## src/rtl/core/smc_pkg.sv

```systemverilog
// Shared constants, types and divider step functions for the SMA crossover signal block.
package smc_pkg;

    localparam int FAST_LEN = 5;
    localparam int SLOW_LEN = 20;
    localparam int ATR_LEN  = 14;

    localparam int PRICE_W     = 32;
    localparam int CLOSE_DEPTH = (FAST_LEN > SLOW_LEN) ? FAST_LEN : SLOW_LEN;
    localparam int NEED_MAX    = (CLOSE_DEPTH > ATR_LEN + 1) ? CLOSE_DEPTH : (ATR_LEN + 1);
    localparam int BARS_CAP    = (NEED_MAX > 31) ? NEED_MAX : 31;
    localparam int BARS_W      = $clog2(BARS_CAP + 1);

    localparam int FAST_SUM_W  = PRICE_W + $clog2(FAST_LEN);
    localparam int SLOW_SUM_W  = PRICE_W + $clog2(SLOW_LEN);
    localparam int RANGE_SUM_W = PRICE_W + $clog2(ATR_LEN);
    localparam int SUM_MAX_W0  = (FAST_SUM_W > SLOW_SUM_W) ? FAST_SUM_W : SLOW_SUM_W;
    localparam int SUM_MAX_W   = (SUM_MAX_W0 > RANGE_SUM_W) ? SUM_MAX_W0 : RANGE_SUM_W;
    localparam int DIV_BYTES   = (SUM_MAX_W + 7) / 8;
    localparam int DIV_W       = DIV_BYTES * 8;

    localparam int MAX_LEN0 = (FAST_LEN > SLOW_LEN) ? FAST_LEN : SLOW_LEN;
    localparam int MAX_LEN  = (MAX_LEN0 > ATR_LEN) ? MAX_LEN0 : ATR_LEN;
    localparam int REM_W    = $clog2(MAX_LEN) + 1;

    localparam logic [REM_W-1:0] FAST_DIV  = REM_W'(FAST_LEN);
    localparam logic [REM_W-1:0] SLOW_DIV  = REM_W'(SLOW_LEN);
    localparam logic [REM_W-1:0] RANGE_DIV = REM_W'(ATR_LEN);

    localparam int MULT_W   = 8;
    localparam int PROD_W   = PRICE_W + MULT_W;
    localparam int FRAC_W   = 4;
    localparam int OFF_W    = PROD_W - FRAC_W;
    localparam int LEVEL_W  = 34;
    localparam int LV_W     = OFF_W + 2;

    localparam int FIFO_DEPTH = 4;
    localparam int FIFO_AW    = $clog2(FIFO_DEPTH);

    localparam int CFG_IDX_W = 8;
    localparam logic [CFG_IDX_W-1:0] CFG_STOP_MULT   = CFG_IDX_W'(0);
    localparam logic [CFG_IDX_W-1:0] CFG_TARGET_MULT = CFG_IDX_W'(1);
    localparam logic [MULT_W-1:0]    STOP_MULT_RST   = MULT_W'(24);
    localparam logic [MULT_W-1:0]    TARGET_MULT_RST = MULT_W'(32);

    typedef enum logic [1:0] {
        SIG_HOLD = 2'd0,
        SIG_BUY  = 2'd1,
        SIG_SELL = 2'd2
    } t_signal;

    typedef struct packed {
        logic [MULT_W-1:0] stop_mult;
        logic [MULT_W-1:0] target_mult;
    } t_cfg;

    // One classified bar: its close, the updated window sums and which windows are full.
    typedef struct packed {
        logic [PRICE_W-1:0]     close;
        logic [FAST_SUM_W-1:0]  fast_sum;
        logic [SLOW_SUM_W-1:0]  slow_sum;
        logic [RANGE_SUM_W-1:0] range_sum;
        logic                   fast_ok;
        logic                   slow_ok;
        logic                   atr_ok;
    } t_bar_rec;

    typedef struct packed {
        t_signal              signal;
        logic [PRICE_W-1:0]   entry;
        logic [LEVEL_W-1:0]   stop;
        logic [LEVEL_W-1:0]   target;
        logic [PRICE_W-1:0]   fast_avg;
        logic [PRICE_W-1:0]   slow_avg;
        logic [PRICE_W-1:0]   atr;
    } t_result;

    typedef struct packed {
        logic [DIV_W-1:0] num;
        logic [DIV_W-1:0] quo;
        logic [REM_W-1:0] rem;
    } t_div_lane;

    typedef struct packed {
        logic [7:0]       q;
        logic [REM_W-1:0] rem;
    } t_div_step;

    // Eight restoring steps of a division by a small constant divisor.
    function automatic t_div_step div_byte(input logic [REM_W-1:0] rem_in,
                                           input logic [7:0]       bits,
                                           input logic [REM_W-1:0] divisor);
        logic [REM_W:0]   acc;
        logic [REM_W-1:0] r;
        t_div_step        res;
        r   = rem_in;
        res = '0;
        for (int i = 7; i >= 0; i--) begin
            acc = {r, bits[i]};
            if (acc >= {1'b0, divisor}) begin
                acc      = acc - {1'b0, divisor};
                res.q[i] = 1'b1;
            end else begin
                res.q[i] = 1'b0;
            end
            r = acc[REM_W-1:0];
        end
        res.rem = r;
        return res;
    endfunction

    // Consume the top byte of the remaining dividend and append a quotient byte.
    function automatic t_div_lane div_lane_step(input t_div_lane lane,
                                                input logic [REM_W-1:0] divisor);
        t_div_step s;
        t_div_lane o;
        s     = div_byte(lane.rem, lane.num[DIV_W-1 -: 8], divisor);
        o.num = lane.num << 8;
        o.quo = {lane.quo[DIV_W-9:0], s.q};
        o.rem = s.rem;
        return o;
    endfunction

endpackage

```

## src/rtl/core/smc_fifo.sv

```systemverilog
// Short queue of classified bars between the front end and the back end.
module smc_fifo (
    input  logic               i_clk,
    input  logic               i_rst_n,
    input  logic               i_push,
    input  smc_pkg::t_bar_rec  i_data,
    output logic               o_full,
    input  logic               i_pop,
    output logic               o_valid,
    output smc_pkg::t_bar_rec  o_data
);

    smc_pkg::t_bar_rec               r_mem [smc_pkg::FIFO_DEPTH];
    logic [smc_pkg::FIFO_AW-1:0]     r_wr_ptr;
    logic [smc_pkg::FIFO_AW-1:0]     r_rd_ptr;
    logic [smc_pkg::FIFO_AW:0]       r_count;

    assign o_full  = r_count == (smc_pkg::FIFO_AW + 1)'(smc_pkg::FIFO_DEPTH);
    assign o_valid = r_count != '0;
    assign o_data  = r_mem[r_rd_ptr];

    always_ff @(posedge i_clk) begin
        if (!i_rst_n) begin
            r_wr_ptr <= '0;
            r_rd_ptr <= '0;
            r_count  <= '0;
        end else begin
            if (i_push) begin
                r_wr_ptr <= r_wr_ptr + smc_pkg::FIFO_AW'(1);
            end
            if (i_pop) begin
                r_rd_ptr <= r_rd_ptr + smc_pkg::FIFO_AW'(1);
            end
            case ({i_push, i_pop})
                2'b10:   r_count <= r_count + (smc_pkg::FIFO_AW + 1)'(1);
                2'b01:   r_count <= r_count - (smc_pkg::FIFO_AW + 1)'(1);
                default: r_count <= r_count;
            endcase
        end
    end

    always_ff @(posedge i_clk) begin
        if (i_push) begin
            r_mem[r_wr_ptr] <= i_data;
        end
    end

`ifndef SYNTHESIS
    a_count_bound: assert property (@(posedge i_clk) disable iff (!i_rst_n)
        r_count <= (smc_pkg::FIFO_AW + 1)'(smc_pkg::FIFO_DEPTH))
        else $error("queue fill count beyond depth");
    a_no_pop_empty: assert property (@(posedge i_clk) disable iff (!i_rst_n)
        i_pop |-> r_count != '0)
        else $error("pop from empty queue");
    a_no_push_full: assert property (@(posedge i_clk) disable iff (!i_rst_n)
        i_push && !i_pop |-> !o_full)
        else $error("push into full queue");
`endif

endmodule

```

## config.mk

```make
export PLATFORM = sky130hd
export DESIGN_NAME = smc_fifo
export DESIGN_NICKNAME = d
export VERILOG_FILES = /design/src/rtl/core/smc_pkg.sv /design/src/rtl/core/smc_fifo.sv
export SDC_FILE = /design/constraint.sdc
export NUM_CORES = 1
export LEC_CHECK = 0
export ABC_AREA = 1
export BUFFER_PORTS_ARGS = -buffer_cell sky130_fd_sc_hd__buf_2
export CAP_MARGIN = 30
export CORE_ASPECT_RATIO = 0.5
export CORE_UTILIZATION = 57
export DETAILED_ROUTE_END_ITERATION = 6
export PLACE_DENSITY = 0.78
export SLEW_MARGIN = 15
export SYNTH_ARGS = -nofsm -noshare
export SYNTH_HDL_FRONTEND = slang
export SYNTH_SLANG_ARGS = --single-unit
```

## constraint.sdc

```tcl
create_clock -name i_clk -period 4.45 [get_ports i_clk]
set_input_delay 0.89 -clock i_clk [delete_from_list [all_inputs] [get_ports i_clk]]
set_output_delay 0.89 -clock i_clk [all_outputs]
set_load 0.01 [all_outputs]
```

### Word level (Yosys, flattened, before mapping)

Memories as Yosys holds them, arrays and structs flattened. A register that Yosys moved wholly into a read port is not among the register bits.
Cells that the tools add are included.

* bits in registers: 7
* bits in writable memories: 572
* output and inout bits: 145
* logic and storage cells: 18
* memories: 1

Memories
* r_mem: words 4, width 143, rd ports 1, clocked after memory_dff 1, wr ports 1, line smc_fifo.sv:13 `smc_pkg::t_bar_rec r_mem [smc_pkg::FIFO_DEPTH];`

* add/sub/neg operators: 4
* eq/ne operators: 3
* multiplexer cells: 5
* reductions and logical operators: 2

Operators by type and width (count)
* one-hot mux 3 bit (2 select lines): 1
* adder 2 x 1 -> 2 bit, second input constant: 2
* 2-to-1 mux 2 bit: 2
* adder 3 x 1 -> 3 bit, second input constant: 1
* == test 3 bit, second input constant: 1
* nonzero test 3 bit: 1
* subtractor 3 x 1 -> 3 bit, second input constant: 1
* == test 2 x 1 -> 1 bit, second input constant: 1
* == test 2 bit, second input constant: 1
* 2-to-1 mux 1 bit: 2
* nonzero test 2 bit: 1

### Longest topological paths before layout

* depth after elaboration: 3
* mapped depth: 8
* gate-level depth less buffers: 8

### Worst setup path before layout

No wires, ideal clock.

* kind: input to register
* start point: input port i_push
* end point: memory r_mem[2][0] in the netlist's numbering (enable)
* arrival time: 3.676 ns
* required time: 3.954 ns
* slack: 0.279 ns
* stages on the path: 2
* path buffers: 0
* path through: nand2_1 -> inv_1

* cells in the longest elaborated chain, start to end: 2

RTL lines
* start: declaration: line smc_fifo.sv:5 `input logic i_push,`
* 2-to-1 mux 1 bit: line smc_fifo.sv:43 `if (i_push) begin`
* 2-to-1 mux 1 bit (implied by the code): line smc_fifo.sv:44 `r_mem[r_wr_ptr] <= i_data;`
* end: declaration: line smc_fifo.sv:13

Every way passes these cells.

==> flow_summary.json <==
{
  "detail_route.wirelength_um": 46200,
  "final.fill_count": 2594,
  "syn-mean-instance-area_um2": 15.0,
  "cts.sink_count": 581,
  "first_global_vias": 12534,
  "power-per-cell-area_nw_per_um2": 453,
  "cts_hold_repair.buffers": 0,
  "timing.clock.skew_ns": 0.0109,
  "drt_iter0_markers": 1242,
  "placement.cell_area_um2": 23400,
  "hold_path_class": "reg -> reg",
  "ys_seq_area_share_pct": 80.2,
  "slew_viol_final": 0,
  "number_of_remaining_drc_errors": 0,
  "grt_use_total_pct": 23.3,
  "max-cap-violations": 0,
  "warnings_from_yosys": 0,
  "period_share_pct": 74.6,
  "timing_worst_slew_pin_value_ns": 0.947,
  "dieHeight_um": 140,
  "power.static_leakage_uw": 0.00859,
  "netlist_area_um2": 21700,
  "route.antenna.remaining_nets": 0,
  "dp_hpwl_um": 26300,
  "ctsLongestPathBuffers": 3,
  "die_w_um": 278,
  "grt_setup_unrepaired": "no",
  "timing.critical_path.from_type": "flip-flop",
  "wire_per_inst_um": 20.5,
  "cp_cell_sequence": "buf_4 > o21ai_0 > o22ai_1 > buf_2",
  "drive_gt1_share_pct": 22.1,
  "weighted_congestion_reported_at_the_end_of_routability_driven_placement": 0.788,
  "fin_total_pwr_uw": 11200,
  "post_synth_xor_area_fraction_pct": 0,
  "vias_per_cell": 5.74,
  "fin_tns_setup_ns": 0,
  "critical_path.endpoint_type": "output port",
  "report.final.setup_viol": 0,
  "cts_htree_levels": 2,
  "cp_data_required_time_ns": 3.56,
  "slew-limit-headroom_pct": 36.9,
  "total_core_area_um2": 37400,
  "die_area_um2": 38800,
  "final-instance-count-excl-fill": 2250,
  "placement_rows": 50,
  "synthCells": 1442,
  "synth_top_family_by_area": "compound AO/OA/AOI/OAI gates",
  "timing.final.hold_violations": 0,
  "ys_ff_latch": 581,
  "grt_first_pass_wirelength_um": 69400,
  "cts_inserted_buffers": 48,
  "later_pin_clock_latency_in_the_skew_report_ns": 0.55,
  "worst-endpoint-arrival_ns": 2.43,
  "placed_insts": 2154,
  "share_of_the_synthesized_area_in_compound_gates_ao_oa_aoi_oai_pct": 11.0,
  "post_synth_num_cell_types": 20,
  "vias_after_detailed_routing": 12912,
  "finalInstanceArea_um2": 24800,
  "syn_nets": 1595,
  "period_minus_slack_ns": 3.32,
  "antenna_found_initial": 11,
  "start_util_pct": 57.9,
  "cts_resized": 0,
  "post_synth_and_or_nand_nor_area_fraction_pct": 5.34,
  "post_synth_mux_area_share_pct": 0,
  "timing_worst_setup_path_type": "reg -> out",
  "clock_pin_slew_reported_for_the_worst_setup_and_hold_paths_after_clock_tree_synthesis_ns": 0.07,
  "cts_tree": "built",
  "layout.nets": 1863,
  "clk_root_buffer_cell": "sky130_fd_sc_hd__clkbuf_16",
  "top_level_ports": 292,
  "max_freq_ghz": 0.301,
  "detailed_routing_iterations_pass_1": 5,
  "final_core_util_pct": 66.3,
  "outcome": "completed",
  "synth_adder_area_share_pct": 0.381,
  "grt.overflow.total": 0,
  "crit_path_max_fanout": 57,
  "critical-path-slowest-cell": "sky130_fd_sc_hd__buf_4",
  "timing.critical_path.slowest_cell_delay_ns": 0.61,
  "areaGrowthSynthToFinish_pct": 14.6,
  "ir_drop_worst_case_vdd_mv": 0.277,
  "place.port_buffers": 291,
  "cts_post_setup_buffers_inserted": 0,
  "grt_start_max_net_pins": 190
}
-- layout make-up --
type	instances	area, um2	area share [%]
Inverter	15	86.3	0.348
Clock buffer	62	1310	5.26
Multi-Input combinational cell	752	3610	14.6
Tap cell	494	618	2.49
Sequential cell	581	17400	70.0
Clock inverter	23	104	0.419
Timing Repair Buffer	312	1690	6.81
Antenna cell	11	27.5	0.111
-- logic make-up after synthesis --
kind of cell,Yosys count
DFF,581
buffers and inverters,109
and+or+nand+nor,307
adders and majority gates,6
AOI/OAI and AO/OA,439
-- path summary, 6_finish.rpt --
check	depth (start not counted)	start	slack, ns	endpoint
worst max-delay path	4	flip-flop	1.13	o_data[8]
worst min-delay path	1	r_rd_ptr[1]	0.45	flip-flop
worst max register to register	5	r_wr_ptr[1]	2.28	r_mem[1][118]
worst min register to register	1	r_rd_ptr[1]	0.45	flip-flop
-- per-layer routing --
metal | vias up | track usage [%] | wire [um]
met5 | - | 0 | 0
li1 | 5989 | - | -
met1 | 6466 | 29.4 | 18600
met2 | 349 | 40.4 | 23700
met4 | 0 | 10.7 | 1960
met3 | 108 | 3.29 | 1950
-- report_power, final --
part	total, uW	switching (uW)	internal [uW]
registers	6310	55.6	6250
clock network	3880	1820	2060
logic	1050	716	334
-- sequential cells by signal, indices dropped and copies added (netlist names), named ones only --
register and flops:
r_mem 572, r_count 3, r_rd_ptr 2, r_wr_ptr 2
-- worst max-delay path, delay by kind of cell (launching register included) --
kind / cells / cell delay (ns)
buffers and inverters: 2 / 0.79
DFF: 1 / 0.57
AOI/OAI and AO/OA: 2 / 0.47
-- metrics by stage --
stage          hold WS [ns]  worst slack (ns)
2_1_floorplan         0.412             0.279
5_1_grt               0.476             0.963
4_1_cts               0.441              1.12
6_report              0.450              1.13
3_3_place_gp          0.421              1.74
3_5_place_dp          0.422              1.72
-- cell usage in the layout (no fill, tap or decap), types with 2 or more instances in the layout --
master / count
sky130_fd_sc_hd__inv_1: 9
sky130_fd_sc_hd__inv_6: 4
sky130_fd_sc_hd__clkinv_1: 9
sky130_fd_sc_hd__buf_12: 6
sky130_fd_sc_hd__edfxtp_1: 572
sky130_fd_sc_hd__buf_4: 15
sky130_fd_sc_hd__dfxtp_4: 2
sky130_fd_sc_hd__diode_2: 11
sky130_fd_sc_hd__buf_2: 291
sky130_fd_sc_hd__clkinv_2: 14
sky130_fd_sc_hd__clkbuf_1: 10
sky130_fd_sc_hd__dfxtp_1: 7
sky130_fd_sc_hd__ha_1: 5
sky130_fd_sc_hd__a21oi_1: 4
sky130_fd_sc_hd__clkbuf_16: 49
sky130_fd_sc_hd__o21ai_1: 10
sky130_fd_sc_hd__o21ai_0: 282
sky130_fd_sc_hd__nor2_1: 295
sky130_fd_sc_hd__clkbuf_8: 3
sky130_fd_sc_hd__nand2_1: 10
sky130_fd_sc_hd__o22ai_1: 143
-- synth_stat cells (all sizes together) --
library cell | instances | area (um2)
fa | 1 | 20.0
o22ai | 143 | 895
clkbuf | 38 | 143
edfxtp | 572 | 17200
nor2 | 295 | 1110
inv | 15 | 61.3
ha | 5 | 62.6
o21ai | 292 | 1460
buf | 56 | 479
dfxtp | 9 | 180
nand4 | 1 | 6.26
nor3 | 1 | 5.00
a21oi | 4 | 20.0
nand2 | 10 | 37.5
Power figures use the tool's default switching activity.
