## config.mk

```make
export PLATFORM = sky130hd
export DESIGN_NAME = smc_back
export DESIGN_NICKNAME = d
export VERILOG_FILES = /design/src/rtl/core/smc_pkg.sv /design/src/rtl/core/smc_back.sv
export SDC_FILE = /design/constraint.sdc
export NUM_CORES = 2
export LEC_CHECK = 0
export BUFFER_PORTS_ARGS = -buffer_cell sky130_fd_sc_hd__buf_2
export CORE_UTILIZATION = 40
export DETAILED_ROUTE_END_ITERATION = 6
export MAX_ROUTING_LAYER = met4
export PLACE_DENSITY = 0.56
export SETUP_SLACK_MARGIN = 0.2
export SLEW_MARGIN = 30
export SYNTH_ARGS = -nofsm -noshare
export SYNTH_HDL_FRONTEND = slang
export SYNTH_SLANG_ARGS = --single-unit
export TNS_END_PERCENT = 20
```

## constraint.sdc

```tcl
create_clock -name i_clk -period 55.4 [get_ports i_clk]
set_input_delay 8.31 -clock i_clk [delete_from_list [all_inputs] [get_ports i_clk]]
set_output_delay 8.31 -clock i_clk [all_outputs]
set_load 0.005 [all_outputs]
```

## src/rtl/core/smc_pkg.sv

```systemverilog
// Shared constants, types and divider step functions for the SMA crossover signal block.
package smc_pkg;

    localparam int FAST_LEN = 5;
    localparam int SLOW_LEN = 20;
    localparam int ATR_LEN  = 14;

    localparam int PRICE_W     = 32;
    localparam int CLOSE_DEPTH = (FAST_LEN > SLOW_LEN) ? FAST_LEN : SLOW_LEN;
    localparam int NEED_MAX    = (CLOSE_DEPTH > ATR_LEN + 1) ? CLOSE_DEPTH : (ATR_LEN + 1);
    localparam int BARS_CAP    = (NEED_MAX > 31) ? NEED_MAX : 31;
    localparam int BARS_W      = $clog2(BARS_CAP + 1);

    localparam int FAST_SUM_W  = PRICE_W + $clog2(FAST_LEN);
    localparam int SLOW_SUM_W  = PRICE_W + $clog2(SLOW_LEN);
    localparam int RANGE_SUM_W = PRICE_W + $clog2(ATR_LEN);
    localparam int SUM_MAX_W0  = (FAST_SUM_W > SLOW_SUM_W) ? FAST_SUM_W : SLOW_SUM_W;
    localparam int SUM_MAX_W   = (SUM_MAX_W0 > RANGE_SUM_W) ? SUM_MAX_W0 : RANGE_SUM_W;
    localparam int DIV_BYTES   = (SUM_MAX_W + 7) / 8;
    localparam int DIV_W       = DIV_BYTES * 8;

    localparam int MAX_LEN0 = (FAST_LEN > SLOW_LEN) ? FAST_LEN : SLOW_LEN;
    localparam int MAX_LEN  = (MAX_LEN0 > ATR_LEN) ? MAX_LEN0 : ATR_LEN;
    localparam int REM_W    = $clog2(MAX_LEN) + 1;

    localparam logic [REM_W-1:0] FAST_DIV  = REM_W'(FAST_LEN);
    localparam logic [REM_W-1:0] SLOW_DIV  = REM_W'(SLOW_LEN);
    localparam logic [REM_W-1:0] RANGE_DIV = REM_W'(ATR_LEN);

    localparam int MULT_W   = 8;
    localparam int PROD_W   = PRICE_W + MULT_W;
    localparam int FRAC_W   = 4;
    localparam int OFF_W    = PROD_W - FRAC_W;
    localparam int LEVEL_W  = 34;
    localparam int LV_W     = OFF_W + 2;

    localparam int FIFO_DEPTH = 4;
    localparam int FIFO_AW    = $clog2(FIFO_DEPTH);

    localparam int CFG_IDX_W = 8;
    localparam logic [CFG_IDX_W-1:0] CFG_STOP_MULT   = CFG_IDX_W'(0);
    localparam logic [CFG_IDX_W-1:0] CFG_TARGET_MULT = CFG_IDX_W'(1);
    localparam logic [MULT_W-1:0]    STOP_MULT_RST   = MULT_W'(24);
    localparam logic [MULT_W-1:0]    TARGET_MULT_RST = MULT_W'(32);

    typedef enum logic [1:0] {
        SIG_HOLD = 2'd0,
        SIG_BUY  = 2'd1,
        SIG_SELL = 2'd2
    } t_signal;

    typedef struct packed {
        logic [MULT_W-1:0] stop_mult;
        logic [MULT_W-1:0] target_mult;
    } t_cfg;

    // One classified bar: its close, the updated window sums and which windows are full.
    typedef struct packed {
        logic [PRICE_W-1:0]     close;
        logic [FAST_SUM_W-1:0]  fast_sum;
        logic [SLOW_SUM_W-1:0]  slow_sum;
        logic [RANGE_SUM_W-1:0] range_sum;
        logic                   fast_ok;
        logic                   slow_ok;
        logic                   atr_ok;
    } t_bar_rec;

    typedef struct packed {
        t_signal              signal;
        logic [PRICE_W-1:0]   entry;
        logic [LEVEL_W-1:0]   stop;
        logic [LEVEL_W-1:0]   target;
        logic [PRICE_W-1:0]   fast_avg;
        logic [PRICE_W-1:0]   slow_avg;
        logic [PRICE_W-1:0]   atr;
    } t_result;

    typedef struct packed {
        logic [DIV_W-1:0] num;
        logic [DIV_W-1:0] quo;
        logic [REM_W-1:0] rem;
    } t_div_lane;

    typedef struct packed {
        logic [7:0]       q;
        logic [REM_W-1:0] rem;
    } t_div_step;

    // Eight restoring steps of a division by a small constant divisor.
    function automatic t_div_step div_byte(input logic [REM_W-1:0] rem_in,
                                           input logic [7:0]       bits,
                                           input logic [REM_W-1:0] divisor);
        logic [REM_W:0]   acc;
        logic [REM_W-1:0] r;
        t_div_step        res;
        r   = rem_in;
        res = '0;
        for (int i = 7; i >= 0; i--) begin
            acc = {r, bits[i]};
            if (acc >= {1'b0, divisor}) begin
                acc      = acc - {1'b0, divisor};
                res.q[i] = 1'b1;
            end else begin
                res.q[i] = 1'b0;
            end
            r = acc[REM_W-1:0];
        end
        res.rem = r;
        return res;
    endfunction

    // Consume the top byte of the remaining dividend and append a quotient byte.
    function automatic t_div_lane div_lane_step(input t_div_lane lane,
                                                input logic [REM_W-1:0] divisor);
        t_div_step s;
        t_div_lane o;
        s     = div_byte(lane.rem, lane.num[DIV_W-1 -: 8], divisor);
        o.num = lane.num << 8;
        o.quo = {lane.quo[DIV_W-9:0], s.q};
        o.rem = s.rem;
        return o;
    endfunction

endpackage

```

## src/rtl/core/smc_back.sv

```systemverilog
// Back end: divides the window sums, decides the signal and forms stop and target levels.
module smc_back (
    input  logic               i_clk,
    input  logic               i_rst_n,
    input  logic               i_rec_valid,
    input  smc_pkg::t_bar_rec  i_rec,
    output logic               o_rec_pop,
    input  smc_pkg::t_cfg      i_cfg,
    output logic               o_valid,
    input  logic               i_ready,
    output smc_pkg::t_result   o_result
);

    typedef struct packed {
        smc_pkg::t_div_lane          fast;
        smc_pkg::t_div_lane          slow;
        smc_pkg::t_div_lane          range;
        logic [smc_pkg::PRICE_W-1:0] close;
        logic                        fast_ok;
        logic                        slow_ok;
        logic                        atr_ok;
    } t_div_stage;

    localparam int LAST = smc_pkg::DIV_BYTES - 1;

    localparam logic signed [smc_pkg::LV_W-1:0] LV_MAX =
        {{(smc_pkg::LV_W - smc_pkg::LEVEL_W + 1){1'b0}}, {(smc_pkg::LEVEL_W - 1){1'b1}}};
    localparam logic signed [smc_pkg::LV_W-1:0] LV_MIN =
        {{(smc_pkg::LV_W - smc_pkg::LEVEL_W + 1){1'b1}}, {(smc_pkg::LEVEL_W - 1){1'b0}}};

    function automatic t_div_stage stage_step(input t_div_stage s);
        t_div_stage o;
        o       = s;
        o.fast  = smc_pkg::div_lane_step(s.fast,  smc_pkg::FAST_DIV);
        o.slow  = smc_pkg::div_lane_step(s.slow,  smc_pkg::SLOW_DIV);
        o.range = smc_pkg::div_lane_step(s.range, smc_pkg::RANGE_DIV);
        return o;
    endfunction

    function automatic logic [smc_pkg::LEVEL_W-1:0] clamp_level(
            input logic signed [smc_pkg::LV_W-1:0] v);
        logic [smc_pkg::LEVEL_W-1:0] r;
        if (v > LV_MAX) begin
            r = LV_MAX[smc_pkg::LEVEL_W-1:0];
        end else if (v < LV_MIN) begin
            r = LV_MIN[smc_pkg::LEVEL_W-1:0];
        end else begin
            r = v[smc_pkg::LEVEL_W-1:0];
        end
        return r;
    endfunction

    logic                          en;
    t_div_stage                    load;
    t_div_stage                    r_div [smc_pkg::DIV_BYTES];
    t_div_stage                    n_div [smc_pkg::DIV_BYTES];
    logic [smc_pkg::DIV_BYTES-1:0] r_div_vld;

    logic                          r_m_valid;
    smc_pkg::t_signal              r_m_sig;
    logic [smc_pkg::PRICE_W-1:0]   r_m_close;
    logic [smc_pkg::PRICE_W-1:0]   r_m_fast;
    logic [smc_pkg::PRICE_W-1:0]   r_m_slow;
    logic [smc_pkg::PRICE_W-1:0]   r_m_atr;
    logic [smc_pkg::PROD_W-1:0]    r_m_sprod;
    logic [smc_pkg::PROD_W-1:0]    r_m_tprod;

    smc_pkg::t_signal              n_sig;
    logic [smc_pkg::PRICE_W-1:0]   n_fast;
    logic [smc_pkg::PRICE_W-1:0]   n_slow;
    logic [smc_pkg::PRICE_W-1:0]   n_atr;

    logic signed [smc_pkg::LV_W-1:0] ent_s;
    logic signed [smc_pkg::LV_W-1:0] soff_s;
    logic signed [smc_pkg::LV_W-1:0] toff_s;
    smc_pkg::t_result              n_res;
    smc_pkg::t_result              r_o;
    logic                          r_o_valid;

    assign en        = !r_o_valid || i_ready;
    assign o_rec_pop = en && i_rec_valid;
    assign o_valid   = r_o_valid;
    assign o_result  = r_o;

    always_comb begin
        load.fast.num  = smc_pkg::DIV_W'(i_rec.fast_sum);
        load.fast.quo  = '0;
        load.fast.rem  = '0;
        load.slow.num  = smc_pkg::DIV_W'(i_rec.slow_sum);
        load.slow.quo  = '0;
        load.slow.rem  = '0;
        load.range.num = smc_pkg::DIV_W'(i_rec.range_sum);
        load.range.quo = '0;
        load.range.rem = '0;
        load.close     = i_rec.close;
        load.fast_ok   = i_rec.fast_ok;
        load.slow_ok   = i_rec.slow_ok;
        load.atr_ok    = i_rec.atr_ok;
        n_div[0]       = stage_step(load);
        for (int k = 1; k < smc_pkg::DIV_BYTES; k++) begin
            n_div[k] = stage_step(r_div[k-1]);
        end
    end

    // Averages read zero until their window has filled; equal averages hold.
    always_comb begin
        n_fast = r_div[LAST].fast_ok  ? r_div[LAST].fast.quo[smc_pkg::PRICE_W-1:0]  : '0;
        n_slow = r_div[LAST].slow_ok  ? r_div[LAST].slow.quo[smc_pkg::PRICE_W-1:0]  : '0;
        n_atr  = r_div[LAST].atr_ok   ? r_div[LAST].range.quo[smc_pkg::PRICE_W-1:0] : '0;
        if (n_fast != '0 && n_slow != '0 && n_fast != n_slow) begin
            n_sig = (n_fast > n_slow) ? smc_pkg::SIG_BUY : smc_pkg::SIG_SELL;
        end else begin
            n_sig = smc_pkg::SIG_HOLD;
        end
    end

    always_comb begin
        ent_s  = $signed({{(smc_pkg::LV_W - smc_pkg::PRICE_W){1'b0}}, r_m_close});
        soff_s = $signed({2'b00, r_m_sprod[smc_pkg::PROD_W-1:smc_pkg::FRAC_W]});
        toff_s = $signed({2'b00, r_m_tprod[smc_pkg::PROD_W-1:smc_pkg::FRAC_W]});
        n_res.signal   = r_m_sig;
        n_res.entry    = r_m_close;
        n_res.fast_avg = r_m_fast;
        n_res.slow_avg = r_m_slow;
        n_res.atr      = r_m_atr;
        case (r_m_sig)
            smc_pkg::SIG_BUY: begin
                n_res.stop   = clamp_level(ent_s - soff_s);
                n_res.target = clamp_level(ent_s + toff_s);
            end
            smc_pkg::SIG_SELL: begin
                n_res.stop   = clamp_level(ent_s + soff_s);
                n_res.target = clamp_level(ent_s - toff_s);
            end
            default: begin
                n_res.stop   = '0;
                n_res.target = '0;
            end
        endcase
    end

    always_ff @(posedge i_clk) begin
        if (!i_rst_n) begin
            r_div_vld <= '0;
            r_m_valid <= 1'b0;
            r_o_valid <= 1'b0;
        end else if (en) begin
            r_div_vld <= {r_div_vld[smc_pkg::DIV_BYTES-2:0], i_rec_valid};
            r_m_valid <= r_div_vld[LAST];
            r_o_valid <= r_m_valid;
        end
    end

    always_ff @(posedge i_clk) begin
        if (en) begin
            for (int k = 0; k < smc_pkg::DIV_BYTES; k++) begin
                r_div[k] <= n_div[k];
            end
            r_m_sig   <= n_sig;
            r_m_close <= r_div[LAST].close;
            r_m_fast  <= n_fast;
            r_m_slow  <= n_slow;
            r_m_atr   <= n_atr;
            r_m_sprod <= smc_pkg::PROD_W'(n_atr) * smc_pkg::PROD_W'(i_cfg.stop_mult);
            r_m_tprod <= smc_pkg::PROD_W'(n_atr) * smc_pkg::PROD_W'(i_cfg.target_mult);
            r_o       <= n_res;
        end
    end

`ifndef SYNTHESIS
    a_hold_zero: assert property (@(posedge i_clk) disable iff (!i_rst_n)
        r_o_valid && r_o.signal == smc_pkg::SIG_HOLD |-> r_o.stop == '0 && r_o.target == '0)
        else $error("hold result carries nonzero levels");
    a_buy_order: assert property (@(posedge i_clk) disable iff (!i_rst_n)
        r_o_valid && r_o.signal == smc_pkg::SIG_BUY |->
            $signed(r_o.stop) <= $signed({2'b00, r_o.entry}) &&
            $signed(r_o.target) >= $signed({2'b00, r_o.entry}))
        else $error("buy levels out of order around entry");
`endif

endmodule
```

---- After elaboration in Yosys (flattened, before gate mapping) ----
Memory sizes are Yosys's and may differ from the RTL's.
Index checks and enable logic that the tools add are counted.
storage, ports and cells
  bits in registers ....................... 415
  bits in writable memories ............... 1345
  bits of input ports ..................... 163
  output and inout port bits .............. 200
  logic and storage cells ................. 454
  memories ................................ 1
cells by class
  $add $sub $neg .......................... 103
  multiply operators ...................... 2
  order comparisons ....................... 108
  eq/ne operators ......................... 3
  mux-type cells .......................... 213
  reductions and logical operators ........ 7
memories
  memory  depth  width  read ports  clocked after memory_dff  wr ports  line            source
  r_div   5      269    5           0                         5         smc_back.sv:55  t_div_stage r_div [smc_pkg::DIV_BYTES];
operator list
  operator                                                                count
  6-bit 2-to-1 mux                                                        99
  34-bit 2-to-1 mux                                                       8
  7-bit by 3-bit >= comparator with 1-bit output, second input constant   32
  7-bit by 4-bit >= comparator with 1-bit output, second input constant   32
  7-bit by 5-bit >= comparator with 1-bit output, second input constant   32
  6-bit by 3-bit subtractor with 6-bit output, second input constant      32
  6-bit by 4-bit subtractor with 6-bit output, second input constant      32
  6-bit by 5-bit subtractor with 6-bit output, second input constant      32
  68-bit one-hot mux with 2 select lines                                  1
  1-bit 2-to-1 mux                                                        101
  32-bit 2-to-1 mux                                                       3
  32-bit by 8-bit multiplier with 40-bit output                           2
  38-bit by 34-bit < comparator with 1-bit output, second input constant  2
  32-bit by 36-bit adder with 37-bit output                               2
  37-bit by 33-bit > comparator with 1-bit output, second input constant  2
  37-bit by 34-bit > comparator with 1-bit output, second input constant  2
  37-bit by 34-bit < comparator with 1-bit output, second input constant  2
  32-bit by 36-bit subtractor with 37-bit output                          2
  32-bit nonzero test                                                     2
  32-bit > comparator                                                     1
  32-bit inequality test                                                  1
  5-bit by 5-bit subtractor with 6-bit output, second input constant      1
  5-bit >= comparator, second input constant                              1
  4-bit by 4-bit subtractor with 5-bit output, second input constant      1
  9 further kinds                                                         11

---- Logic depth before layout (Yosys ltp) ----
An unclocked memory read counts as a cell.
  depth in word-level cells ............... 17
  gate-level depth with buffers ........... 46
  depth with buffers taken out ............ 45

---- Worst setup path after synthesis ----
No wires, ideal clock.
  path kind ............................... input port to output port
  start point ............................. input i_ready
  end point ............................... output o_rec_pop
  arrival time ............................ 31.606 ns
  required time ........................... 47.090 ns
  setup slack ............................. 15.484 ns
  stages on the path ...................... 4
  buffers on the path ..................... 1
  cell sequence ........................... nor2b_1 > clkbuf_1 > inv_1 > and2_1
between the ends
  word-level cells in the longest chain between the ends .. 2
ends and longest elaborated chain
  what               line            source
  start, declared    smc_back.sv:10  input logic i_ready,
  1-bit logical OR   smc_back.sv:80  assign en = !r_o_valid || i_ready;
  1-bit logical AND  smc_back.sv:81  assign o_rec_pop = en && i_rec_valid;
  end, declared      smc_back.sv:7   output logic o_rec_pop,
No other way between the ends.

---- Worst setup path after layout ----
Ends and elaborated chain as after synthesis.

==> results_dict.tcl <==
set metrics [dict create \
    cts_hold_buf 0 \
    worstPathArrival_ps 9830 \
    ff2ff_path_depth 44 \
    rsz0062_at_grt "false" \
    gp_congestion 0.8987 \
    synth_edf_count 1112 \
    worstSetupPathType "in -> out" \
    vias 54272 \
    min_to "r_m_close[13]" \
    antenna_found_initial 9 \
    initial_utilization_pct 40.48 \
    ios 363 \
    grt_pass1_wl_um 304900 \
    start_kind "primary input" \
    period_needed_ps 18140 \
    numPortBuffers 359 \
    min_path_cells 0 \
    cp.required_ps 47090 \
    grt_pass1_vias 52778 \
    die_h_um 436.1 \
    area.growth.synth_to_final_pct 11.39 \
    synth_area_leaders "edfxtp_1, fa_1, ha_1" \
    antenna_left 0 \
    dieArea_um2 190200 \
    skew_ps 40.46 \
    cts_max_level 4 \
    final-hold-violation-count 0 \
    synth_top_cell_by_area "edfxtp_1" \
    grt_usage_pct 20.93 \
    critPathMostFrequentCell "buf_2" \
    hold_start "r_div[0][1092]" \
    gr-total-overflow 0 \
    layout-drive-gt1-share_pct 11.33 \
    yosysMostFrequentCell "edfxtp_1" \
    drt_first_pass_iters 6 \
    critPathTopFamily "simple AND/OR/NAND/NOR gates" \
    cts_tree "done" \
    grt_max_degree 183 \
    synthDistinctLibCells 134 \
    avgViaCountPerCell 5.537 \
    relSlewSlack_pct 29.08 \
    hp-class "reg -> reg" \
    core_area_um2 186200 \
    critical_path_buf_inv_count 3 \
    cts_root_buf "clkbuf_16" \
    slowest_delay_ps 590 \
    dp.final_hpwl_um 144800 \
    synthesis.area_um2 75390 \
    max_freq_mhz 55.12 \
    synth_commonest_cells "edfxtp_1, inv_1, nand2_1, ha_1, fa_1" \
    clock_path_buffers 3 \
    reg2reg_from "r_div[0][304]" \
    clk-insertion-delay-late_ps 780 \
    synthArstFlopShare_pct 0 \
    setup_viol 0 \
    timing.rr.end "r_div[0][578]" \
    synth_nets 7873 \
    synth.top_cell.area_share_pct 44.29 \
    ys_ff_latch 1119 \
    cts_buffers 131 \
    synth_flop_cell "edfxtp_1" \
    drc 0 \
    synth_seq_area_share_pct 44.48 \
    crit_path_end_kind "output port" \
    cap_violations 0 \
    path_max_fanout 116 \
    ctsResizeCount 0 \
    synth.avg_cell_area_um2 10.87 \
    cts_setup_buffers 0 \
    yosysWarnings 0 \
    wl_per_cell_um 19.86 \
    drv_slew 0 \
    clk_pin_slew_ps 50 \
    rows 158 \
    fp.dieW_um 436.1 \
    tns_ps 0 \
    cp_cell_sequence "buf_2, nor2b_1, inv_8, and2_1, buf_2" \
    finalNetCount 8152 \
    slowest_stage "nor2b_1" \
    worst_slew_pin_slew_ps 1064 \
    cts.sinks 1119 \
    period_share_pct 32.75 \
    status "complete, no violations" \
    wl_um 194600 \
    syn_inst 6938 \
    first_iter_violations 4098 \
    rrSetupSlack_ps 43630 \
]
## state kept, by name, summed over array words and instances, names as in the netlist
signal,cells
r_m_close,32
r_m_slow,32
o_valid,1
r_div_vld,5
r_m_sprod,36
r_div,712
r_m_sig,2
r_m_fast,32
r_m_valid,1
r_m_tprod,36
r_m_atr,32
o_result,198
## worst max path at each step
stage	from	to	slack, ps	depth (start not counted)
after global placement	i_ready	o_rec_pop	37200	5
after CTS	i_ready	o_rec_pop	37170	5
after detailed placement	i_ready	o_rec_pop	37170	5
after floorplan	i_ready	o_rec_pop	15480	4
final	i_ready	o_rec_pop	37260	5
after global routing	i_ready	o_rec_pop	37050	5
## final cells by class
class                   instances  area [µm²]
multi-input cells            4812       38040
fillers                     17474      102200
inverters                     755        2841
repair buffers                398        2137
well taps                    2480        3103
diodes                          2       5.005
flip-flops and latches       1119       33530
clock inverters                81       870.8
clock buffers                 155        3453
## layer usage
metal	wire length, µm	part of all wire, %	up-vias	track usage [%]
li1	-	-	25863	-
met1	86290	44	26756	27.02
met2	91830	47	1339	33.50
met3	8649	4.4	314	2.743
met4	7877	4.0	0	7.957
met5	0	0	-	-
## cell usage in the layout (no fill, tap or decap), drive strengths merged, types with 51 or more instances in the layout
master / instances
or3: 56
edfxtp: 1112
ha: 408
fa: 364
a21o: 84
o31ai: 58
a211oi: 66
clkinv: 55
nand3: 111
mux2i: 103
o21ai: 283
clkbuf: 155
and2: 140
nor3: 140
inv: 761
nor4: 51
a21oi: 317
a31oi: 72
buf: 398
o21a: 79
nor2: 354
xnor2: 176
o211ai: 60
or2: 52
nand2: 622
and3: 263
nand2b: 65
## per-stage QoR
stage          hold WS, ps  worst slack [ps]  std cells  instance area [µm²]  util, %
5_1_grt              395.1             37050       9801                83980    45.09
2_1_floorplan        400.3             15480       6938                75390        -
6_report             396.3             37260       9802                83980    45.10
3_3_place_gp         400.6             37200       9563                79610    42.75
3_5_place_dp         404.5             37170       9564                79630    42.76
4_1_cts              387.9             37170       9800                83950    45.08
## logic make-up (layout without fill, tap and decap cells)
logic type / Yosys count / after routing / share of synthesized area, %
buffers and inverters: 1007 / 1389 / 5.138
AOI/OAI and AO/OA: 1626 / 1626 / 15.45
muxes: 153 / 153 / 2.197
and+or+nand+nor: 2035 / 2035 / 13.66
xor gates and xnor gates: 225 / 225 / 2.624
DFF: 1119 / 1119 / 44.48
other: 0 / 2 / 0
adders and majority gates: 773 / 773 / 16.45
Power is left out: the tool's default activity adds up to more than one toggle a clock period on the data nets, which glitch-free logic cannot reach.
