### src/rtl/core/smc_pkg.sv
// Shared constants, types and divider step functions for the SMA crossover signal block.
package smc_pkg;

    localparam int FAST_LEN = 5;
    localparam int SLOW_LEN = 20;
    localparam int ATR_LEN  = 14;

    localparam int PRICE_W     = 32;
    localparam int CLOSE_DEPTH = (FAST_LEN > SLOW_LEN) ? FAST_LEN : SLOW_LEN;
    localparam int NEED_MAX    = (CLOSE_DEPTH > ATR_LEN + 1) ? CLOSE_DEPTH : (ATR_LEN + 1);
    localparam int BARS_CAP    = (NEED_MAX > 31) ? NEED_MAX : 31;
    localparam int BARS_W      = $clog2(BARS_CAP + 1);

    localparam int FAST_SUM_W  = PRICE_W + $clog2(FAST_LEN);
    localparam int SLOW_SUM_W  = PRICE_W + $clog2(SLOW_LEN);
    localparam int RANGE_SUM_W = PRICE_W + $clog2(ATR_LEN);
    localparam int SUM_MAX_W0  = (FAST_SUM_W > SLOW_SUM_W) ? FAST_SUM_W : SLOW_SUM_W;
    localparam int SUM_MAX_W   = (SUM_MAX_W0 > RANGE_SUM_W) ? SUM_MAX_W0 : RANGE_SUM_W;
    localparam int DIV_BYTES   = (SUM_MAX_W + 7) / 8;
    localparam int DIV_W       = DIV_BYTES * 8;

    localparam int MAX_LEN0 = (FAST_LEN > SLOW_LEN) ? FAST_LEN : SLOW_LEN;
    localparam int MAX_LEN  = (MAX_LEN0 > ATR_LEN) ? MAX_LEN0 : ATR_LEN;
    localparam int REM_W    = $clog2(MAX_LEN) + 1;

    localparam logic [REM_W-1:0] FAST_DIV  = REM_W'(FAST_LEN);
    localparam logic [REM_W-1:0] SLOW_DIV  = REM_W'(SLOW_LEN);
    localparam logic [REM_W-1:0] RANGE_DIV = REM_W'(ATR_LEN);

    localparam int MULT_W   = 8;
    localparam int PROD_W   = PRICE_W + MULT_W;
    localparam int FRAC_W   = 4;
    localparam int OFF_W    = PROD_W - FRAC_W;
    localparam int LEVEL_W  = 34;
    localparam int LV_W     = OFF_W + 2;

    localparam int FIFO_DEPTH = 4;
    localparam int FIFO_AW    = $clog2(FIFO_DEPTH);

    localparam int CFG_IDX_W = 8;
    localparam logic [CFG_IDX_W-1:0] CFG_STOP_MULT   = CFG_IDX_W'(0);
    localparam logic [CFG_IDX_W-1:0] CFG_TARGET_MULT = CFG_IDX_W'(1);
    localparam logic [MULT_W-1:0]    STOP_MULT_RST   = MULT_W'(24);
    localparam logic [MULT_W-1:0]    TARGET_MULT_RST = MULT_W'(32);

    typedef enum logic [1:0] {
        SIG_HOLD = 2'd0,
        SIG_BUY  = 2'd1,
        SIG_SELL = 2'd2
    } t_signal;

    typedef struct packed {
        logic [MULT_W-1:0] stop_mult;
        logic [MULT_W-1:0] target_mult;
    } t_cfg;

    // One classified bar: its close, the updated window sums and which windows are full.
    typedef struct packed {
        logic [PRICE_W-1:0]     close;
        logic [FAST_SUM_W-1:0]  fast_sum;
        logic [SLOW_SUM_W-1:0]  slow_sum;
        logic [RANGE_SUM_W-1:0] range_sum;
        logic                   fast_ok;
        logic                   slow_ok;
        logic                   atr_ok;
    } t_bar_rec;

    typedef struct packed {
        t_signal              signal;
        logic [PRICE_W-1:0]   entry;
        logic [LEVEL_W-1:0]   stop;
        logic [LEVEL_W-1:0]   target;
        logic [PRICE_W-1:0]   fast_avg;
        logic [PRICE_W-1:0]   slow_avg;
        logic [PRICE_W-1:0]   atr;
    } t_result;

    typedef struct packed {
        logic [DIV_W-1:0] num;
        logic [DIV_W-1:0] quo;
        logic [REM_W-1:0] rem;
    } t_div_lane;

    typedef struct packed {
        logic [7:0]       q;
        logic [REM_W-1:0] rem;
    } t_div_step;

    // Eight restoring steps of a division by a small constant divisor.
    function automatic t_div_step div_byte(input logic [REM_W-1:0] rem_in,
                                           input logic [7:0]       bits,
                                           input logic [REM_W-1:0] divisor);
        logic [REM_W:0]   acc;
        logic [REM_W-1:0] r;
        t_div_step        res;
        r   = rem_in;
        res = '0;
        for (int i = 7; i >= 0; i--) begin
            acc = {r, bits[i]};
            if (acc >= {1'b0, divisor}) begin
                acc      = acc - {1'b0, divisor};
                res.q[i] = 1'b1;
            end else begin
                res.q[i] = 1'b0;
            end
            r = acc[REM_W-1:0];
        end
        res.rem = r;
        return res;
    endfunction

    // Consume the top byte of the remaining dividend and append a quotient byte.
    function automatic t_div_lane div_lane_step(input t_div_lane lane,
                                                input logic [REM_W-1:0] divisor);
        t_div_step s;
        t_div_lane o;
        s     = div_byte(lane.rem, lane.num[DIV_W-1 -: 8], divisor);
        o.num = lane.num << 8;
        o.quo = {lane.quo[DIV_W-9:0], s.q};
        o.rem = s.rem;
        return o;
    endfunction

endpackage

### src/rtl/core/smc_front.sv
// Front end: accepts bars, forms the true range and keeps the window sums.
module smc_front (
    input  logic                          i_clk,
    input  logic                          i_rst_n,
    input  logic                          i_valid,
    output logic                          o_ready,
    input  logic [smc_pkg::PRICE_W-1:0]   i_high,
    input  logic [smc_pkg::PRICE_W-1:0]   i_low,
    input  logic [smc_pkg::PRICE_W-1:0]   i_close,
    output logic                          o_push,
    output smc_pkg::t_bar_rec             o_rec,
    input  logic                          i_full
);

    logic                              r_f_valid;
    logic [smc_pkg::PRICE_W-1:0]       r_f_close;
    logic [smc_pkg::PRICE_W-1:0]       r_f_tr;
    logic [smc_pkg::PRICE_W-1:0]       r_prev_close;
    logic [smc_pkg::PRICE_W-1:0]       r_close_win [smc_pkg::CLOSE_DEPTH];
    logic [smc_pkg::PRICE_W-1:0]       r_range_win [smc_pkg::ATR_LEN];
    logic [smc_pkg::FAST_SUM_W-1:0]    r_fast_sum;
    logic [smc_pkg::SLOW_SUM_W-1:0]    r_slow_sum;
    logic [smc_pkg::RANGE_SUM_W-1:0]   r_range_sum;
    logic [smc_pkg::BARS_W-1:0]        r_bars;

    logic [smc_pkg::FAST_SUM_W-1:0]    n_fast_sum;
    logic [smc_pkg::SLOW_SUM_W-1:0]    n_slow_sum;
    logic [smc_pkg::RANGE_SUM_W-1:0]   n_range_sum;
    logic [smc_pkg::BARS_W-1:0]        n_bars;
    logic [smc_pkg::PRICE_W-1:0]       n_tr;

    logic                              accept;
    logic signed [smc_pkg::PRICE_W:0]  d_hl;
    logic signed [smc_pkg::PRICE_W:0]  tr_w;
    logic [smc_pkg::PRICE_W-1:0]       a_hp;
    logic [smc_pkg::PRICE_W-1:0]       a_lp;

    assign o_push  = r_f_valid && !i_full;
    assign o_ready = !r_f_valid || !i_full;
    assign accept  = i_valid && o_ready;

    // True range against the previous accepted close.
    always_comb begin
        d_hl = $signed({1'b0, i_high}) - $signed({1'b0, i_low});
        a_hp = (i_high >= r_prev_close) ? (i_high - r_prev_close) : (r_prev_close - i_high);
        a_lp = (i_low  >= r_prev_close) ? (i_low  - r_prev_close) : (r_prev_close - i_low);
        tr_w = d_hl;
        if ($signed({1'b0, a_hp}) > tr_w) begin
            tr_w = $signed({1'b0, a_hp});
        end
        if ($signed({1'b0, a_lp}) > tr_w) begin
            tr_w = $signed({1'b0, a_lp});
        end
        n_tr = tr_w[smc_pkg::PRICE_W-1:0];
    end

    always_comb begin
        n_fast_sum  = r_fast_sum
                    - smc_pkg::FAST_SUM_W'(r_close_win[smc_pkg::FAST_LEN-1])
                    + smc_pkg::FAST_SUM_W'(r_f_close);
        n_slow_sum  = r_slow_sum
                    - smc_pkg::SLOW_SUM_W'(r_close_win[smc_pkg::SLOW_LEN-1])
                    + smc_pkg::SLOW_SUM_W'(r_f_close);
        n_range_sum = r_range_sum
                    - smc_pkg::RANGE_SUM_W'(r_range_win[smc_pkg::ATR_LEN-1])
                    + smc_pkg::RANGE_SUM_W'(r_f_tr);
        n_bars      = (r_bars < smc_pkg::BARS_W'(smc_pkg::BARS_CAP))
                    ? r_bars + smc_pkg::BARS_W'(1) : r_bars;

        o_rec.close     = r_f_close;
        o_rec.fast_sum  = n_fast_sum;
        o_rec.slow_sum  = n_slow_sum;
        o_rec.range_sum = n_range_sum;
        o_rec.fast_ok   = n_bars >= smc_pkg::BARS_W'(smc_pkg::FAST_LEN);
        o_rec.slow_ok   = n_bars >= smc_pkg::BARS_W'(smc_pkg::SLOW_LEN);
        o_rec.atr_ok    = n_bars >= smc_pkg::BARS_W'(smc_pkg::ATR_LEN + 1);
    end

    always_ff @(posedge i_clk) begin
        if (!i_rst_n) begin
            r_f_valid    <= 1'b0;
            r_prev_close <= '0;
            r_fast_sum   <= '0;
            r_slow_sum   <= '0;
            r_range_sum  <= '0;
            r_bars       <= '0;
            for (int i = 0; i < smc_pkg::CLOSE_DEPTH; i++) begin
                r_close_win[i] <= '0;
            end
            for (int i = 0; i < smc_pkg::ATR_LEN; i++) begin
                r_range_win[i] <= '0;
            end
        end else begin
            if (accept) begin
                r_f_valid    <= 1'b1;
                r_prev_close <= i_close;
            end else if (o_push) begin
                r_f_valid <= 1'b0;
            end
            if (o_push) begin
                r_fast_sum  <= n_fast_sum;
                r_slow_sum  <= n_slow_sum;
                r_range_sum <= n_range_sum;
                r_bars      <= n_bars;
                for (int i = smc_pkg::CLOSE_DEPTH - 1; i > 0; i--) begin
                    r_close_win[i] <= r_close_win[i-1];
                end
                r_close_win[0] <= r_f_close;
                for (int i = smc_pkg::ATR_LEN - 1; i > 0; i--) begin
                    r_range_win[i] <= r_range_win[i-1];
                end
                r_range_win[0] <= r_f_tr;
            end
        end
    end

    always_ff @(posedge i_clk) begin
        if (accept) begin
            r_f_close <= i_close;
            r_f_tr    <= n_tr;
        end
    end

endmodule

### config.mk
export PLATFORM = sky130hd
export DESIGN_NAME = smc_front
export DESIGN_NICKNAME = d
export VERILOG_FILES = /design/src/rtl/core/smc_pkg.sv /design/src/rtl/core/smc_front.sv
export SDC_FILE = /design/constraint.sdc
export NUM_CORES = 2
export LEC_CHECK = 0
export BUFFER_PORTS_ARGS = -buffer_cell sky130_fd_sc_hd__buf_2
export CORE_ASPECT_RATIO = 0.9
export CORE_UTILIZATION = 45
export DETAILED_ROUTE_END_ITERATION = 12
export SYNTH_ARGS = -nofsm -noshare
export SYNTH_HDL_FRONTEND = slang
export SYNTH_SLANG_ARGS = --single-unit
### constraint.sdc
create_clock -name i_clk -period 80.5 [get_ports i_clk]
set_input_delay 12.075 -clock i_clk [delete_from_list [all_inputs] [get_ports i_clk]]
set_output_delay 12.075 -clock i_clk [all_outputs]
set_load 0.02 [all_outputs]
After elaboration in Yosys (flattened, before gate mapping)
Memory sizes are Yosys's and may differ from the RTL's.
Cells that the tools add are included.
- add/sub/neg operators: 12
- reduce and logical (&&, ||, !) cells: 6
- bitwise operators: 34
- mux-type cells: 45
- $lt $le $gt $ge: 8
- operators by type and width (kind ; count):
    $mux W32 ; 37
    $sub A32 B32 Y32 ; 4
    $gt A33 B33 Y1 ; 2
    $ge A32 B32 Y1 ; 2
    $add A37 B32 Y37 ; 1
    $sub A37 B32 Y37 ; 1
    $add A36 B32 Y36 ; 1
    $sub A36 B32 Y36 ; 1
    $add A35 B32 Y35 ; 1
    $sub A35 B32 Y35 ; 1
    $or A1 B1 Y1 ; 34
    $mux W33 ; 1
    $sub A32 B32 Y33 ; 1
    $mux W1 ; 6
    $add A5 B1 Y5 const B ; 1
    $ge A5 B3 Y1 const B ; 1
    $ge A5 B4 Y1 const B ; 1
    $ge A5 B5 Y1 const B ; 1
    $lt A5 B5 Y1 const B ; 1
    $mux W5 ; 1
    $logic_and A1 B1 Y1 ; 2
    $logic_not A1 Y1 ; 2
    $reduce_bool A2 Y1 ; 1
    $logic_or A1 B1 Y1 ; 1
- RAM bits: 1088
- register bits: 210
- memories kept: 2
- output and inout port bits: 145
- word-level logic and storage cells: 115
- bits of input ports: 100
- memory list (name ; words ; width ; read ports ; clocked after Yosys merged registers in ; wr ports ; RTL line ; RTL):
    r_close_win ; 20 ; 32 ; 20 ; 0 ; 20 ; smc_front.sv:19 ; logic [smc_pkg::PRICE_W-1:0] r_close_win [smc_pkg::CLOSE_DEPTH];
    r_range_win ; 14 ; 32 ; 14 ; 0 ; 14 ; smc_front.sv:20 ; logic [smc_pkg::PRICE_W-1:0] r_range_win [smc_pkg::ATR_LEN];

Depth between registers and ports, before layout
- word-level depth: 6
- mapped depth: 38
- depth with buffers taken out: 34

Worst setup path after synthesis
OpenSTA, ideal clock, no wires.
- path type: input -> register
- start point: input i_full
- end point: register r_fast_sum[16] (netlist bit)
- setup time: 1.356 ns
- setup slack: 36.233 ns
- required time: 79.144 ns
- stages on the path: 8
- arrival: 42.910 ns
- path through: nand2b_1 > clkbuf_1 > inv_1 > clkbuf_1 > nor2_1 > inv_1 > clkbuf_1 > o21ai_0
- cells in the longest elaborated chain, start to end: 2
- RTL lines (what ; RTL line ; RTL):
    from (decl) ; smc_front.sv:12 ; input logic i_full
    $logic_not A1 Y1 ; smc_front.sv:38 ; assign o_push = r_f_valid && !i_full;
    $logic_and A1 B1 Y1 ; smc_front.sv:38 ;
    to (signal assigned) ; smc_front.sv:101 ; r_fast_sum <= n_fast_sum;
    to (decl) ; smc_front.sv:21 ; logic [smc_pkg::FAST_SUM_W-1:0] r_fast_sum;
No other way between the ends.
A chain may end at the register's enable or synchronous reset.

Worst setup path after layout
- start point: input i_full
- end point: output o_push
- cells in the longest elaborated chain, start to end: 2
- RTL lines (what ; RTL line ; RTL):
    $logic_not A1 Y1 ; smc_front.sv:38 ;
    $logic_and A1 B1 Y1 ; smc_front.sv:38 ;
    to (decl) ; smc_front.sv:10 ; output logic o_push,
No other way between the ends.

==> impl_summary.txt <==
----------------------------------------------------
[Synth]
  Syn Std Cell Area ... 66500 sq um
  Yosys warning total ... 0
  Number of flops mapped to enable cells by yosys ... between 1000 and 1500
  Flop and latch count out of synthesis ... approximately 1300
  Predominant post-synthesis flop cell ... edfxtp_1
  Cell taking the most area after synthesis ... edfxtp_1
  Proportion of register bits with asynchronous set or reset after synthesis ... 0
  Unique cell type count in the Yosys netlist ... 94
  Share of the synthesized area in the top cell type ... 0.520
  Part of the Yosys area used for sequential elements ... 0.564
  Post-Synthesis Cells ... a little under 6000
  Synth area leaders ... edfxtp_1 52%, and3_1 9.8%, ha_1 6.2%, dfxtp_1 4.4%, inv_1 3.1%
  Nets in the synthesized netlist ... 6382
  Mean Syn Cell Area ... ~11 sq um

[Worst setup path]
  Data required time of the critical path ... a little under 70 ns
  Critical Path Slowest Stage Cell ... inv_8
  Arrival time worst endpoint ... between 10 and 15 ns
  Max Fanout on Critical Path ... 71
  Crit start category ... input pin
  Crit-path cells ... buf_2 -> nand2b_4 -> inv_8 -> buf_2
  Most used cell, CP ... buf_2
  Type of destination of the critical path ... primary output
  Critical path type ... in -> out
  Maximum single-stage delay on the critical path ... between 0.4 and 0.5 ns

[Clock tree]
  Clock tree from TritonCTS ... done
  TritonCTS Sinks ... 1298
  Post-CTS setup buffers ... 0
  Hold buffer count at CTS ... 0
  Latest clock arrival within the worst-skew pair ... 0.77 ns
  Depth of the CTS H-tree ... 4
  Clock buffer count from CTS ... ~140
  Clock input transition at the sequential cells of the worst setup and hold paths ... ~0.06 ns
  Buffers from clock root to sink, at most ... 3
  Number of gates resized after CTS ... 0
  Library cell used as clock root buffer ... clkbuf_16

[Detailed routing]
  DR vias ... 44055
  Remaining DRCs ... 0
  Detailed-route wire length on metal 1 ... ~85000 um
  WL final ... about 170000 um
  Routed length on met2 ... a little under 70000 um
  Detail Route met3 WL ... between 10000 and 15000 um
  Routed len/inst ... 21.0 um
  Drt via density ... approximately 5.5
  Uppermost metal layer occupied by signal nets ... met5
  Number of nets with antenna violations after routing ... 0
  Iteration count of the initial detailed-routing pass ... 6
  DRC marker count from the first detailed-route iteration ... about 4500

[Timing]
  Max Slew Vio Count ... 0
  Final count of hold timing violations ... 0
  Highest clock frequency the design can meet ... between 30 and 40 MHz
  Worst-margin pin slew ... 1.27 ns
  Number of setup violations in the final report ... 0
  Worst setup skew after layout ... ~0.030 ns
  Post-route worst setup slack ... 55.14 ns
  Rel. slew slack ... 0.129
  Setup repair after global routing missed its margin ... false
  Final sum of negative setup slack ... 0 ns
  Period minus WS final ... between 20 and 30 ns
  Post-route fraction of the period consumed by the critical path ... 0.315

[Floorplan]
  Total core area ... around 150000 sq um
  Overall die width ... between 400 and 500 um
  Core Rows ... about 130
  Full die area ... 149000 sq um
  Height of the die ... ~370 um
  Initial core utilization ... 0.454
  Io pins ... around 250

[Layout]
  Fraction of final layout cells with drive strength greater than 1 ... 0.0868
  Layout net count ... roughly 6400
  Fill cell count ... between 10000 and 15000
  Share of the core filled with cells in the final layout ... 0.502
  Area delta synth->final ... 10.4%

[Placed design]
  DP Worst Slack ... 55.16 ns
  DP HPWL ... roughly 120000 um
  Quantity of I/O buffers inserted on ports ... between 200 and 250
  GPL Wtd Cong ... between 0.9 and 1

[Power]
  Leakage dissipation ... about 0.033 uW
  Power density over cell area ... 30.5 nW/um^2
  Maximum vdd drop ... between 0.02 and 0.025 mV

[Status]
  Outcome ... complete, no violations

[GRT]
  All-Layer GR Usage ... 0.220
  Initial antenna violation count ... 4
  Residual overflow from global routing ... 0
  Global-route wire length before repair ... around 250000 um
  Maximum number of pins on one net before global-route repair ... 309
  Vias in the first global route ... 41338

[Worst hold path]
  Path type of the worst min-delay path ... reg -> reg

[Run]
  Max_cap viols ... 0

----------------------------------------------------
==> state kept, by name (all words and copies together) (netlist names) <==
name,count
r_bars,5
r_close_win,640
r_f_close,32
r_f_tr,32
r_f_valid,1
r_fast_sum,35
r_prev_close,32
r_range_sum,36
r_range_win,448
r_slow_sum,37
==> area by class of cell <==
type	instances	area (sq um)	area share
Timing Repair Buffer	277	1570	0.0213
Inverter	558	2110	0.0288
Sequential cell	1298	37500	0.511
Clock buffer	185	3710	0.0505
Antenna cell	2	5.00	0.0000681
Tap cell	1957	2450	0.0333
Clock inverter	69	632	0.00860
Multi-Input combinational cell	3627	25500	0.347
==> per-stage QoR <==
| stage | total power, uW | instance area (sq um) | instances | hold slack, ns |
|---|---|---|---|---|
| 3_5_place_dp | 1650 | 69100 | 7717 | 0.446 |
| 4_1_cts | 2260 | 73500 | 7971 | 0.454 |
| 5_1_grt | 2370 | 73500 | 7971 | 0.475 |
| 2_1_floorplan | 1390 | 66500 | 5850 | 0.436 |
| 3_3_place_gp | 1640 | 69100 | 7717 | 0.442 |
| 6_report | 2240 | 73500 | 7973 | 0.452 |
==> layout by cell type (no fill, tap or decap), drive strengths merged, types with 8 or more instances in the layout <==
cell type and instances:
nor4 8, o21a 32, nand3 49, o21bai 42, nand4 58, mux2i 45
o21ai 181, a21boi 11, inv 562, fa 101, a2111oi 14, or3 13
or2 10, nor2b 32, xor2 73, a21o 139, nand2b 29, mux2 9
edfxtp 1152, nand3b 9, and2 12, a211oi 53, dfxtp 146, o221ai 9
buf 277, ha 331, nor3 36, xnor2 110, a22o 16, a31oi 24
and3 1043, o31ai 30, clkbuf 185, nor2 248, o211ai 26, clkinv 55
nand2 380, a21oi 348
==> final timing paths <==
path,slack (ns),cells past startpoint,startpoint,to
setup reg to reg,70.96,29,r_prev_close[1]$_SDFFE_PN0P_,r_f_tr[29]$_DFFE_PP_
hold reg to reg,0.45,2,r_slow_sum[2]$_SDFFE_PN0P_,r_slow_sum[2]$_SDFFE_PN0P_
hold / removal,0.45,2,r_slow_sum[2]$_SDFFE_PN0P_,r_slow_sum[2]$_SDFFE_PN0P_
setup / recovery,55.14,4,i_full,o_push
==> synth_stat cells, types with 9 or more instances <==
master	n
a2111oi_0	11
nor3_1	35
nand3b_1	9
nor2_1	248
clkbuf_1	307
nand3_1	49
o21bai_1	42
or3_1	13
o21a_1	31
nand2b_1	29
a31oi_1	23
o31ai_1	28
a211oi_1	52
a22o_1	16
o21ai_1	35
o211ai_1	25
nor2b_1	32
buf_1	13
inv_1	556
a21o_1	139
o21ai_0	146
a21oi_1	346
ha_1	331
nand2_1	380
xor2_1	73
buf_2	38
or2_2	9
and3_1	1043
mux2i_1	45
and2_1	12
edfxtp_1	1152
nand4_1	57
xnor2_1	110
dfxtp_1	146
fa_1	101
==> routing by layer <==
layer | up-vias | GRT usage
li1 | 21132 | -
met1 | 21589 | 0.351
met2 | 1147 | 0.300
met3 | 185 | 0.0398
met4 | 2 | 0.0622
met5 | - | 0
==> report_power, final <==
| group | leakage, uW | internal [uW] | switching (uW) |
|---|---|---|---|
| sequential | 0.0133 | 792 | 21.7 |
| clock | 0.00210 | 347 | 264 |
| combinational | 0.0180 | 259 | 558 |
==> cells by family (layout without fill, tap and decap cells) <==
kind of cell	after synthesis	after routing	synth area share
AOI/OAI and AO/OA	1007	1007	0.0977
xor gates and xnor gates	183	183	0.0241
adders and majority gates	432	432	0.0926
buffers and inverters	925	1089	0.0535
DFF	1298	1298	0.564
muxes	54	54	0.00841
other	0	2	0
and+or+nand+nor	1951	1951	0.160
==> critical path: cells and delay by family <==
kind	cells	cell delay [ns]
buf+inv	3	0.78
simple gates	1	0.35
Note: power is estimated with default switching activity, not from simulation.
